File: src/rtl/core/klr_pkg.sv
// ----------------------------------------------------------------------------
// klr_pkg
// Shared constants, register indexes and types of the k-out-of-n
// reliability evaluator.
// ----------------------------------------------------------------------------
package klr_pkg;

    localparam int MAX_COMPONENTS = 16;
    localparam int FRAC_BITS      = 31;
    localparam int DATA_W         = 32;
    localparam int CFG_W          = 5;
    localparam int IDX_W          = 2;
    localparam int CNT_W          = $clog2(MAX_COMPONENTS + 1);
    localparam int CMP_W          = (CNT_W > CFG_W) ? CNT_W : CFG_W;
    localparam int COEF_W         = MAX_COMPONENTS;
    localparam int TERM_W         = DATA_W + COEF_W;
    localparam int SUM_W          = TERM_W + CNT_W;
    localparam int PROD_W         = 2 * DATA_W;

    localparam logic [DATA_W-1:0] ONE      = DATA_W'(64'd1 << FRAC_BITS);
    localparam logic [PROD_W-1:0] HALF_LSB = PROD_W'(64'd1 << (FRAC_BITS - 1));

    typedef logic [IDX_W-1:0] t_cfg_idx;
    localparam t_cfg_idx REG_NUM_COMPONENTS = 2'd0;
    localparam t_cfg_idx REG_MIN_WORKING    = 2'd1;
    localparam t_cfg_idx REG_COUNT_FAILURES = 2'd2;

    typedef struct packed {
        logic [CNT_W-1:0] n;
        logic [CFG_W-1:0] k;
        logic             fail;
    } t_eval_cfg;

endpackage

File: src/rtl/core/klr_mul_unit.sv
// ----------------------------------------------------------------------------
// klr_mul_unit
// Shared 32x32 multiplier with a round-to-nearest fixed-point output.
// ----------------------------------------------------------------------------
module klr_mul_unit (
    input  logic [klr_pkg::DATA_W-1:0] i_a,
    input  logic [klr_pkg::DATA_W-1:0] i_b,
    output logic [klr_pkg::PROD_W-1:0] o_prod,
    output logic [klr_pkg::DATA_W-1:0] o_round
);

    logic [klr_pkg::PROD_W-1:0] w_rsum;

    assign o_prod  = klr_pkg::PROD_W'(i_a) * klr_pkg::PROD_W'(i_b);
    assign w_rsum  = o_prod + klr_pkg::HALF_LSB;
    assign o_round = klr_pkg::DATA_W'(w_rsum >> klr_pkg::FRAC_BITS);

endmodule

File: src/rtl/core/klr_binom_table.sv
// ----------------------------------------------------------------------------
// klr_binom_table
// Binomial coefficient row C(n, 0..MAX), rebuilt by Pascal passes, one pass
// per cycle, after n is written.
// ----------------------------------------------------------------------------
module klr_binom_table (
    input  logic                        i_clk,
    input  logic                        i_rst_n,
    input  logic                        i_load,
    input  logic [klr_pkg::CNT_W-1:0]   i_n,
    input  logic [klr_pkg::CNT_W-1:0]   i_idx,
    output logic [klr_pkg::COEF_W-1:0]  o_coef,
    output logic                        o_busy
);

    logic [klr_pkg::COEF_W-1:0] r_tab [0:klr_pkg::MAX_COMPONENTS];
    logic [klr_pkg::CNT_W-1:0]  r_left;

    always_ff @(posedge i_clk) begin
        if (!i_rst_n) begin
            for (int j = 0; j <= klr_pkg::MAX_COMPONENTS; j++) begin
                r_tab[j] <= (j <= 1) ? klr_pkg::COEF_W'(1) : '0;
            end
            r_left <= '0;
        end else if (i_load) begin
            for (int j = 0; j <= klr_pkg::MAX_COMPONENTS; j++) begin
                r_tab[j] <= (j == 0) ? klr_pkg::COEF_W'(1) : '0;
            end
            r_left <= i_n;
        end else if (r_left != '0) begin
            for (int j = 1; j <= klr_pkg::MAX_COMPONENTS; j++) begin
                r_tab[j] <= r_tab[j] + r_tab[j-1];
            end
            r_left <= r_left - 1'b1;
        end
    end

    assign o_coef = r_tab[i_idx];
    assign o_busy = (r_left != '0);

endmodule

File: src/rtl/core/klr_eval.sv
// ----------------------------------------------------------------------------
// klr_eval
// Sequencer that builds each power product through the shared multiplier,
// weights it by its coefficient and accumulates the system reliability.
// ----------------------------------------------------------------------------
module klr_eval (
    input  logic                        i_clk,
    input  logic                        i_rst_n,
    input  logic                        i_start,
    input  logic [klr_pkg::DATA_W-1:0]  i_rel,
    input  klr_pkg::t_eval_cfg          i_cfg,
    output logic [klr_pkg::CNT_W-1:0]   o_coef_idx,
    input  logic [klr_pkg::COEF_W-1:0]  i_coef,
    output logic                        o_idle,
    output logic                        o_done,
    output logic [klr_pkg::DATA_W-1:0]  o_result,
    input  logic                        i_ack
);

    typedef enum logic [4:0] {
        S_IDLE = 5'b00001,
        S_MUL  = 5'b00010,
        S_ACC  = 5'b00100,
        S_ADD  = 5'b01000,
        S_DONE = 5'b10000
    } t_state;

    t_state                     r_state, n_state;
    logic [klr_pkg::DATA_W-1:0] r_first, n_first;
    logic [klr_pkg::DATA_W-1:0] r_second, n_second;
    logic [klr_pkg::DATA_W-1:0] r_p, n_p;
    logic [klr_pkg::CNT_W-1:0]  r_i, n_i;
    logic [klr_pkg::CNT_W-1:0]  r_c, n_c;
    logic [klr_pkg::TERM_W-1:0] r_term, n_term;
    logic [klr_pkg::SUM_W-1:0]  r_sum, n_sum;

    logic [klr_pkg::DATA_W-1:0] w_rel, w_unrel, w_mul_b, w_round;
    logic [klr_pkg::PROD_W-1:0] w_prod;
    logic                       w_empty;
    logic [klr_pkg::SUM_W-1:0]  w_one;

    assign w_rel   = (i_rel > klr_pkg::ONE) ? klr_pkg::ONE : i_rel;
    assign w_unrel = klr_pkg::ONE - w_rel;
    assign w_empty = klr_pkg::CMP_W'(i_cfg.k) > klr_pkg::CMP_W'(i_cfg.n);
    assign w_one   = klr_pkg::SUM_W'(klr_pkg::ONE);

    assign w_mul_b = (r_state == S_ACC) ? klr_pkg::DATA_W'(i_coef)
                   : ((r_i < r_c) ? r_first : r_second);

    klr_mul_unit u_mul (
        .i_a     (r_p),
        .i_b     (w_mul_b),
        .o_prod  (w_prod),
        .o_round (w_round)
    );

    always_comb begin
        n_state  = r_state;
        n_first  = r_first;
        n_second = r_second;
        n_p      = r_p;
        n_i      = r_i;
        n_c      = r_c;
        n_term   = r_term;
        n_sum    = r_sum;
        unique case (r_state)
            S_IDLE: begin
                if (i_start) begin
                    n_first  = i_cfg.fail ? w_unrel : w_rel;
                    n_second = i_cfg.fail ? w_rel : w_unrel;
                    n_sum    = '0;
                    n_p      = klr_pkg::ONE;
                    n_i      = '0;
                    n_c      = klr_pkg::CNT_W'(i_cfg.k);
                    if (w_empty) begin
                        n_state = S_DONE;
                    end else if (i_cfg.n == '0) begin
                        n_state = S_ACC;
                    end else begin
                        n_state = S_MUL;
                    end
                end
            end
            S_MUL: begin
                n_p = w_round;
                n_i = r_i + 1'b1;
                if (r_i == i_cfg.n - 1'b1) begin
                    n_state = S_ACC;
                end
            end
            S_ACC: begin
                n_term  = klr_pkg::TERM_W'(w_prod);
                n_state = S_ADD;
            end
            S_ADD: begin
                n_sum = r_sum + klr_pkg::SUM_W'(r_term);
                if (r_c == i_cfg.n) begin
                    n_state = S_DONE;
                end else begin
                    n_c     = r_c + 1'b1;
                    n_p     = klr_pkg::ONE;
                    n_i     = '0;
                    n_state = S_MUL;
                end
            end
            S_DONE: begin
                if (i_ack) begin
                    n_state = S_IDLE;
                end
            end
            default: n_state = S_IDLE;
        endcase
    end

    always_ff @(posedge i_clk) begin
        if (!i_rst_n) begin
            r_state <= S_IDLE;
        end else begin
            r_state <= n_state;
        end
        r_first  <= n_first;
        r_second <= n_second;
        r_p      <= n_p;
        r_i      <= n_i;
        r_c      <= n_c;
        r_term   <= n_term;
        r_sum    <= n_sum;
    end

    always_comb begin
        if (i_cfg.fail) begin
            o_result = (r_sum >= w_one) ? '0
                     : klr_pkg::DATA_W'(w_one - r_sum);
        end else begin
            o_result = (r_sum > w_one) ? klr_pkg::ONE : klr_pkg::DATA_W'(r_sum);
        end
    end

    assign o_coef_idx = r_c;
    assign o_idle     = (r_state == S_IDLE);
    assign o_done     = (r_state == S_DONE);

    a_mul_bound: assert property (@(posedge i_clk) disable iff (!i_rst_n)
        (r_state == S_MUL) |-> (r_i < i_cfg.n))
        else $error("multiply index beyond component count");

    a_term_bound: assert property (@(posedge i_clk) disable iff (!i_rst_n)
        (r_state == S_ACC || r_state == S_ADD) |-> (r_c <= i_cfg.n))
        else $error("term index beyond component count");

    a_result_range: assert property (@(posedge i_clk) disable iff (!i_rst_n)
        o_done |-> (o_result <= klr_pkg::ONE))
        else $error("result above one");

endmodule

File: src/rtl/core/identical_k_of_n_reliability_top.sv
// ----------------------------------------------------------------------------
// identical_k_of_n_reliability_top
// k-out-of-n system reliability of identical components, Q1.31 in and out.
// ----------------------------------------------------------------------------
// Input channel: i_in_valid / o_in_stall carry one component reliability
// (i_component_rel); a transfer happens when valid is high and stall is low.
// Output channel: o_out_valid / i_out_stall carry one system reliability
// (o_system_rel) per input transfer, in order.
// Configuration: i_cfg_we writes i_cfg_data into register i_cfg_idx
// (0: n, 1: k, 2: failure mode); index 3 is ignored. Write only while idle.
// A write of n rebuilds the coefficient row, with the input stalled.
// Sequencing: one shared multiplier runs every product. Each term is
// built by repeated multiplies, then weighted by its coefficient and
// accumulated; with k > n the sequencer goes straight to done. The next
// item can transfer once the result has moved to the output register;
// one item is in work at a time.
// The result sits in an output register; the next item is accepted while
// it waits. A stalled receiver holds the result and, once the next item
// finishes, holds the sequencer in its done state.
// Reset: n = 1, k = 1, working mode, coefficient row 1, both channels empty.
// ----------------------------------------------------------------------------
module identical_k_of_n_reliability_top (
    input  logic                        i_clk,
    input  logic                        i_rst_n,
    input  logic                        i_in_valid,
    output logic                        o_in_stall,
    input  logic [klr_pkg::DATA_W-1:0]  i_component_rel,
    output logic                        o_out_valid,
    input  logic                        i_out_stall,
    output logic [klr_pkg::DATA_W-1:0]  o_system_rel,
    input  logic                        i_cfg_we,
    input  klr_pkg::t_cfg_idx           i_cfg_idx,
    input  logic [klr_pkg::CFG_W-1:0]   i_cfg_data
);

    klr_pkg::t_eval_cfg          r_cfg;
    logic                        r_out_valid;
    logic [klr_pkg::DATA_W-1:0]  r_system_rel;

    logic                        w_load_n;
    logic [klr_pkg::CNT_W-1:0]   w_n_clamped;
    logic [klr_pkg::CNT_W-1:0]   w_coef_idx;
    logic [klr_pkg::COEF_W-1:0]  w_coef;
    logic                        w_tab_busy;
    logic                        w_idle, w_done, w_load_out, w_in_xfer;
    logic [klr_pkg::DATA_W-1:0]  w_result;

    assign w_n_clamped = (int'(i_cfg_data) > klr_pkg::MAX_COMPONENTS)
                       ? klr_pkg::CNT_W'(klr_pkg::MAX_COMPONENTS)
                       : klr_pkg::CNT_W'(i_cfg_data);
    assign w_load_n    = i_cfg_we && (i_cfg_idx == klr_pkg::REG_NUM_COMPONENTS);

    always_ff @(posedge i_clk) begin
        if (!i_rst_n) begin
            r_cfg.n    <= klr_pkg::CNT_W'(1);
            r_cfg.k    <= klr_pkg::CFG_W'(1);
            r_cfg.fail <= 1'b0;
        end else if (i_cfg_we) begin
            unique case (i_cfg_idx)
                klr_pkg::REG_NUM_COMPONENTS: r_cfg.n    <= w_n_clamped;
                klr_pkg::REG_MIN_WORKING:    r_cfg.k    <= i_cfg_data;
                klr_pkg::REG_COUNT_FAILURES: r_cfg.fail <= i_cfg_data[0];
                default: ;
            endcase
        end
    end

    klr_binom_table u_tab (
        .i_clk   (i_clk),
        .i_rst_n (i_rst_n),
        .i_load  (w_load_n),
        .i_n     (w_n_clamped),
        .i_idx   (w_coef_idx),
        .o_coef  (w_coef),
        .o_busy  (w_tab_busy)
    );

    assign o_in_stall = !w_idle || w_tab_busy;
    assign w_in_xfer  = i_in_valid && !o_in_stall;

    klr_eval u_eval (
        .i_clk      (i_clk),
        .i_rst_n    (i_rst_n),
        .i_start    (w_in_xfer),
        .i_rel      (i_component_rel),
        .i_cfg      (r_cfg),
        .o_coef_idx (w_coef_idx),
        .i_coef     (w_coef),
        .o_idle     (w_idle),
        .o_done     (w_done),
        .o_result   (w_result),
        .i_ack      (w_load_out)
    );

    assign w_load_out = w_done && (!r_out_valid || !i_out_stall);

    always_ff @(posedge i_clk) begin
        if (!i_rst_n) begin
            r_out_valid <= 1'b0;
        end else if (w_load_out) begin
            r_out_valid <= 1'b1;
        end else if (!i_out_stall) begin
            r_out_valid <= 1'b0;
        end
        if (w_load_out) begin
            r_system_rel <= w_result;
        end
    end

    assign o_out_valid  = r_out_valid;
    assign o_system_rel = r_system_rel;

endmodule

File: config.mk
export PLATFORM = sky130hd
export DESIGN_NAME = identical_k_of_n_reliability_top
export DESIGN_NICKNAME = d
export VERILOG_FILES = /design/src/rtl/core/klr_pkg.sv /design/src/rtl/core/klr_mul_unit.sv /design/src/rtl/core/klr_binom_table.sv /design/src/rtl/core/klr_eval.sv /design/src/rtl/core/identical_k_of_n_reliability_top.sv
export SDC_FILE = /design/constraint.sdc
export NUM_CORES = 2
export LEC_CHECK = 0
export BUFFER_PORTS_ARGS = -buffer_cell sky130_fd_sc_hd__buf_2
export CAP_MARGIN = 40
export CORE_ASPECT_RATIO = 1.75
export CORE_MARGIN = 2
export CORE_UTILIZATION = 55
export DETAILED_ROUTE_END_ITERATION = 10
export PLACE_DENSITY_LB_ADDON = 0.12
export SLEW_MARGIN = 5
export SYNTH_ARGS = -nofsm -noshare
export SYNTH_HDL_FRONTEND = slang
export SYNTH_SLANG_ARGS = --single-unit
File: constraint.sdc
create_clock -name i_clk -period 13.4 [get_ports i_clk]
set_input_delay 0 -clock i_clk [delete_from_list [all_inputs] [get_ports i_clk]]
set_output_delay 0 -clock i_clk [all_outputs]
set_load 0.005 [all_outputs]
* Yosys cells after proc, flatten, opt, wreduce, memory -nomap -nowiden *
Memory sizes are Yosys's and may differ from the RTL's. A register that Yosys moved wholly into a read port is not among the register bits.
Index checks and enable logic that the tools add are counted.

storage, ports and cells
  memories kept = 1
  input port bits = 44
  logic and storage cells = 189
  ROM bits = 0
  bits in writable memories = 272
  output and inout port bits = 34
  bits in latches = 0
  flip-flop bits (word level) = 261

memories
  memory       words  bits a word  rd ports  clocked after memory_dff  write ports  RTL line               source
  u_tab.r_tab  17     16           18        1                         17           klr_binom_table.sv:16  logic [klr_pkg::COEF_W-1:0] r_tab [0:klr_pkg::MAX_COMPONENTS];

cells by class
  bitwise logic cells = 33
  reductions and logical operators = 23
  shift-type cells = 0
  equality and inequality tests = 14
  div/mod/pow operators = 0
  multipliers = 1
  mux-type cells = 73
  magnitude comparators = 6
  add/sub/neg operators = 24

operators by type and width
  cell                    number
  $mux 16                 33
  $mux 32                 10
  $add 16x16->16          16
  $pmux 53 s2             1
  $pmux 32 s3             1
  $mux 5                  13
  $sub 32x32->32 const A  2
  $add 63x31->63 const B  1
  $mul 32x32->63          1
  $add 53x48->53          1
  $ge 53x32->1 const B    1
  $gt 53x32->1 const B    1
  $mux 53                 1
  $or 1x1->1              33
  $gt 32x32->1 const B    1
  $pmux 5 s5              1
  $pmux 5 s3              1
  $add 5x1->5 const B     2
  $eq 5x5->1              2
  $mux 1                  10
  $pmux 5 s2              1
  $reduce_and 2->1        5
  $sub 5x1->5 const B     2
  $reduce_and 3->1        3
  21 further kinds        31

* Longest topological paths before layout *
  depth after elaboration = 8
  depth in mapped cells = 42
  gate-level depth less buffers = 39

* Cells and area by module *
Synthesis repeated with hierarchy kept, for this count alone.

unflattened totals
  cells, all modules = 7631
  area, all modules = 72140.4 um^2

modules (own cells, without submodules)
  module                            seq. area each (um^2)  area an instance (um^2)  times used  cells each
  klr_mul_unit                      0.0                    35074.9                  1           3943
  klr_binom_table                   7787.5                 21828.4                  1           2150
  klr_eval                          6286.0                 13789.5                  1           1445
  identical_k_of_n_reliability_top  1201.2                 1447.6                   1           93

* Least setup slack after synthesis *
OpenSTA, ideal clock, no wires.

  kind = register -> register
  start point = register u_eval.r_state[0]
  end point = register u_eval.r_p[23] (netlist bit), data pin
  stages on the path, launching flop included = 35
  slack = 2.670 ns
  data arrival time = 10.476 ns
  buffers on the path = 5
  clock period less this slack = 10.730 ns
  library setup time = 0.254 ns
  required time = 13.146 ns
  cells stage by stage = dfxtp_1 > nor2_1 > nand4bb_1 > clkbuf_1 > clkinv_1 > clkbuf_1 > clkbuf_1 > nand2_1 > clkbuf_1 > and3_1 > fa_1 > inv_1 > fa_1 > fa_1 > fa_1 > inv_1 > fa_1 > inv_1 > fa_1 > inv_1 > fa_1 > fa_1 > ha_1 > buf_6 > a21oi_1 > o21ai_1 > a22oi_1 > o41ai_4 > o211a_1 > a2111oi_4 > nand4_1 > nor4_4 > nand3_4 > o21a_1 > o21a_1

on the way
  cells in the longest elaborated chain, start to end = 5
  elaborated cells between the ends (all ways) = 8
  those cells by class = add/sub: 1; mul: 1; eq/ne: 4; mux: 2

ends and longest elaborated chain
  item                                    RTL line            source
  start, declared                         klr_eval.sv:28      t_state r_state, n_state;
  start signal, assigned                  klr_eval.sv:119     r_state <= n_state;
  $eq 5x3->1                              klr_eval.sv:47      assign w_mul_b = (r_state == S_ACC) ? klr_pkg::DATA_W'(i_coef)
  $mux 32                                 klr_eval.sv:47
  $mul 32x32->63                          klr_mul_unit.sv:14  assign o_prod = klr_pkg::PROD_W'(i_a) * klr_pkg::PROD_W'(i_b);
  named net u_eval.u_mul.o_prod, one bit  klr_mul_unit.sv:8   output logic [klr_pkg::PROD_W-1:0] o_prod,
  $add 63x31->63                          klr_mul_unit.sv:15  assign w_rsum = o_prod + klr_pkg::HALF_LSB;
  $pmux 32 s3                             klr_eval.sv:66      unique case (r_state)
  end signal, assigned                    klr_eval.sv:123     r_p <= n_p;
  end, declared                           klr_eval.sv:31      logic [klr_pkg::DATA_W-1:0] r_p, n_p;

The timed path passes the listed nets, and every way through them passes these cells.
A chain may end at the register's enable or synchronous reset.

* Final worst setup path *
  start point = register u_eval.r_c, in the netlist u_eval.o_coef_idx[1]
  end point = register u_eval.r_p[31] (netlist bit), data pin

on the way
  cells in the longest elaborated chain, start to end = 6

ends and longest elaborated chain
  item                                    RTL line            source
  start, declared                         klr_eval.sv:33      logic [klr_pkg::CNT_W-1:0] r_c, n_c;
  start signal, assigned                  klr_eval.sv:125     r_c <= n_c;
  $lt 5x5->1                              klr_eval.sv:48      : ((r_i < r_c) ? r_first : r_second);
  $mux 32                                 klr_eval.sv:48
  $mux 32                                 klr_eval.sv:47
  $mul 32x32->63                          klr_mul_unit.sv:14
  named net u_eval.u_mul.o_prod, one bit  klr_mul_unit.sv:8
  $add 63x31->63                          klr_mul_unit.sv:15
  $pmux 32 s3                             klr_eval.sv:66

The timed path passes the listed nets, and every way through them passes these cells.

==> flow_metrics.py <==
metrics = {
    "timing": {
        "final_hold_viol_count": 0,
        "setup_viol": 0,
        "slew-limit-headroom": 0.2326,
        "fin_crit_ps": 12520,
        "tightest_slew_ps": 1151,
        "slew_violations": 0,
        "setup-tns-final_ps": 0,
        "timing.fmax_ghz": 0.07990,
        "clock_skew_ps": 38.74,
        "post-route-period-util": 0.9340,
        "rsz0062_at_grt": "false",
    },
    "routing": {
        "via_per_inst": 5.919,
        "drc": 0,
        "num_vias": 53530,
        "wl_per_cell_um": 22.86,
        "drt-pass1-iter-count": 6,
        "wirelength_um": 206700,
        "postRouteAntennaNets": 0,
        "drt_iter0_drc": 3178,
    },
    "floorplan": {
        "dieArea_mm2": 0.1295,
        "core-area_mm2": 0.1255,
        "start_util": 0.5545,
        "die_w_um": 272.9,
        "rows": 172,
        "die_y_um": 474.5,
        "ios": 78,
    },
    "synthesis": {
        "synthFlopType": "edfxtp_1",
        "synth_edf_count": 494,
        "synth_top_family_by_area": "adder cells",
        "synth_cells": 7367,
        "synth_xor_area_frac": 0.03611,
        "synth_cell_types": 101,
        "synth-compound-area-share": 0.09283,
        "muxShareOfSynthArea": 0.03169,
        "synth_fa_ha_area_frac": 0.3607,
        "synthSimpleGateAreaFrac": 0.1803,
        "synth_area_mm2": 0.06957,
        "avgSynthCellArea_um2": 9.444,
        "yosysWarningCount": 0,
        "synth-seq-area-share": 0.2210,
        "postSynth.asyncResetShare": 0,
        "syn_nets": 8870,
        "synth_seq_cells": 521,
    },
    "setup_path": {
        "crit_path_end": "u_eval.r_p[31]",
        "worst-r2r-cell-count": 34,
        "worstPathRequired_ps": 13910,
        "timing.rr.start": "u_eval.o_coef_idx[1]",
        "slowest_delay_ps": 650,
        "cp.depth": 34,
        "rrSetupSlack_ps": 880,
        "crit_arrival_ps": 13030,
        "timing.critical_path.mode_cell": "fa_1",
        "worstPathMaxFanout": 25,
        "startpoint": "u_eval.o_coef_idx[1]",
        "critPathLaunchType": "register",
        "crit_family": "adder cells",
        "r2r_end": "u_eval.r_p[31]",
        "cp.buffers_inverters": 6,
        "worstSetupEndpointType": "register",
        "path_class": "register to register",
        "crit_path_top_delay_cell": "a21oi_4",
    },
    "global_route": {
        "grt_overflow": 0,
        "antenna_found_initial": 3,
        "grt_max_degree": 189,
        "grt_pass1_vias": 57590,
        "grt_pass1_wl_um": 318900,
        "grt_usage": 0.3237,
    },
    "clock_network": {
        "cts_hold_buf": 61,
        "htree_levels": 2,
        "cts_tree": "yes",
        "cts.clk_slew.worst_paths_ps": 70,
        "cts_setup_buffers": 0,
        "numCtsBuffers": 53,
        "clk_latency_ps": 660,
        "ctsRootBufferMaster": "clkbuf_16",
        "cts_buffer_depth": 3,
        "cts_sinks": 521,
        "cts_repair_resize_count": 0,
    },
    "finish": {
        "final_nets": 8849,
        "num-fill-cells": 11070,
        "layout_common_cells": "inv_1 (1073), fa_1 (911), nand2_1 (772)",
        "stdcell_area_mm2": 0.07453,
        "drive_above_1_share": 0.06604,
        "mostFrequentLayoutCell": "inv_1",
        "final_util": 0.5940,
        "syn_to_final_growth_pct": 7.125,
    },
    "placement": {
        "port_buffers": 77,
        "hpwl_um": 164900,
        "placed_area_mm2": 0.07213,
        "place_congestion": 0.9488,
    },
    "run": {
        "drv_cap": 0,
    },
    "run_status": {
        "status": "complete, no violations",
    },
    "min_path": {
        "hp-class": "input pin to register",
    },
}
## area by class of cell
class | count | area [µm²] | share of cell area
inverters | 1076 | 4041 | 0.05422
well taps | 1653 | 2068 | 0.02775
diodes | 2 | 5.005 | 0.00006715
clock buffers | 67 | 1409 | 0.01890
repair buffers | 267 | 2190 | 0.02938
clock inverters | 31 | 379.1 | 0.005087
multi-input cells | 5427 | 49050 | 0.6582
flip-flops and latches | 521 | 15380 | 0.2064
## sequential cells by signal (all words and copies together) (netlist names), named ones only
signal             flops
o_out_valid            1
o_system_rel          32
r_cfg                 11
u_eval.o_coef_idx      5
u_eval.r_first        32
u_eval.r_i             5
u_eval.r_p            32
u_eval.r_second       31
u_eval.r_state         5
u_eval.r_sum          53
u_eval.r_term         48
u_tab.r_left           5
u_tab.r_tab          256
## worst register-to-register path, delay by kind of cell (launching register included)
family | cells | cell delay (ps)
AND/OR/NAND/NOR | 10 | 3170
AO/OA/AOI/OAI | 5 | 1650
adder cells (fa/ha/maj) | 10 | 4980
XOR/XNOR | 1 | 470
buffers and inverters | 6 | 1210
multiplexers | 2 | 440
flip-flops | 1 | 450
## how the worst min path moves through the flow
stage / from / end / slack [ps] / cells past startpoint
after floorplan: i_cfg_data[0] / r_cfg[6] / 140 / 2
after global placement: i_cfg_data[2] / r_cfg[3] / 270 / 3
after global routing: i_in_valid / u_eval.r_state[0] / 100 / 4
after detailed placement: i_cfg_data[2] / r_cfg[3] / 280 / 3
after CTS: i_in_valid / u_eval.r_state[0] / 20 / 4
final: i_in_valid / u_eval.r_state[0] / 40 / 4
## cells by family after synthesis
| kind of cell | after synthesis |
|---|---|
| flip-flops | 521 |
| adder cells (fa/ha/maj) | 1459 |
| AND/OR/NAND/NOR | 2520 |
| XOR/XNOR | 286 |
| buffers and inverters | 1419 |
| AO/OA/AOI/OAI | 1023 |
| multiplexers | 139 |
## cell usage after synthesis, types with 42 or more instances
library cell,instances,area share
nor2_1,452,0.024
edfxtp_1,494,0.21
a21oi_1,293,0.021
inv_1,1075,0.058
ha_1,548,0.099
o21ai_0,293,0.021
mux2i_1,56,0.0081
clkbuf_1,300,0.016
o211ai_1,52,0.0056
and2_1,534,0.048
nand2b_1,42,0.0038
and3_1,136,0.012
or3_1,69,0.0062
xnor2_1,182,0.023
nor2b_1,59,0.0053
nand2_1,773,0.042
xor2_1,103,0.013
mux4_2,63,0.020
a21boi_0,52,0.0056
nor3_1,178,0.013
a21o_1,71,0.0077
fa_1,911,0.26
nand3_1,119,0.0086
## per-layer routing
layer	global-route usage	share of wire
met1	0.3124	0.32
met3	0.02930	0.036
met2	0.6236	0.55
met4	0.2499	0.091
met5	0	0
## per-stage QoR
step | hold slack, ps | worst slack (ps) | cells
3_3_place_gp | 272.0 | 1086 | 8863
4_1_cts | 22.02 | 954.5 | 9042
2_1_floorplan | 138.0 | 2670 | 7367
6_report | 39.75 | 883.9 | 9044
5_1_grt | 99.04 | 322.9 | 9043
3_5_place_dp | 284.9 | 1008 | 8883
Power is left out: the tool's default activity adds up to more than one toggle a clock period on the data nets, which glitch-free logic cannot reach.
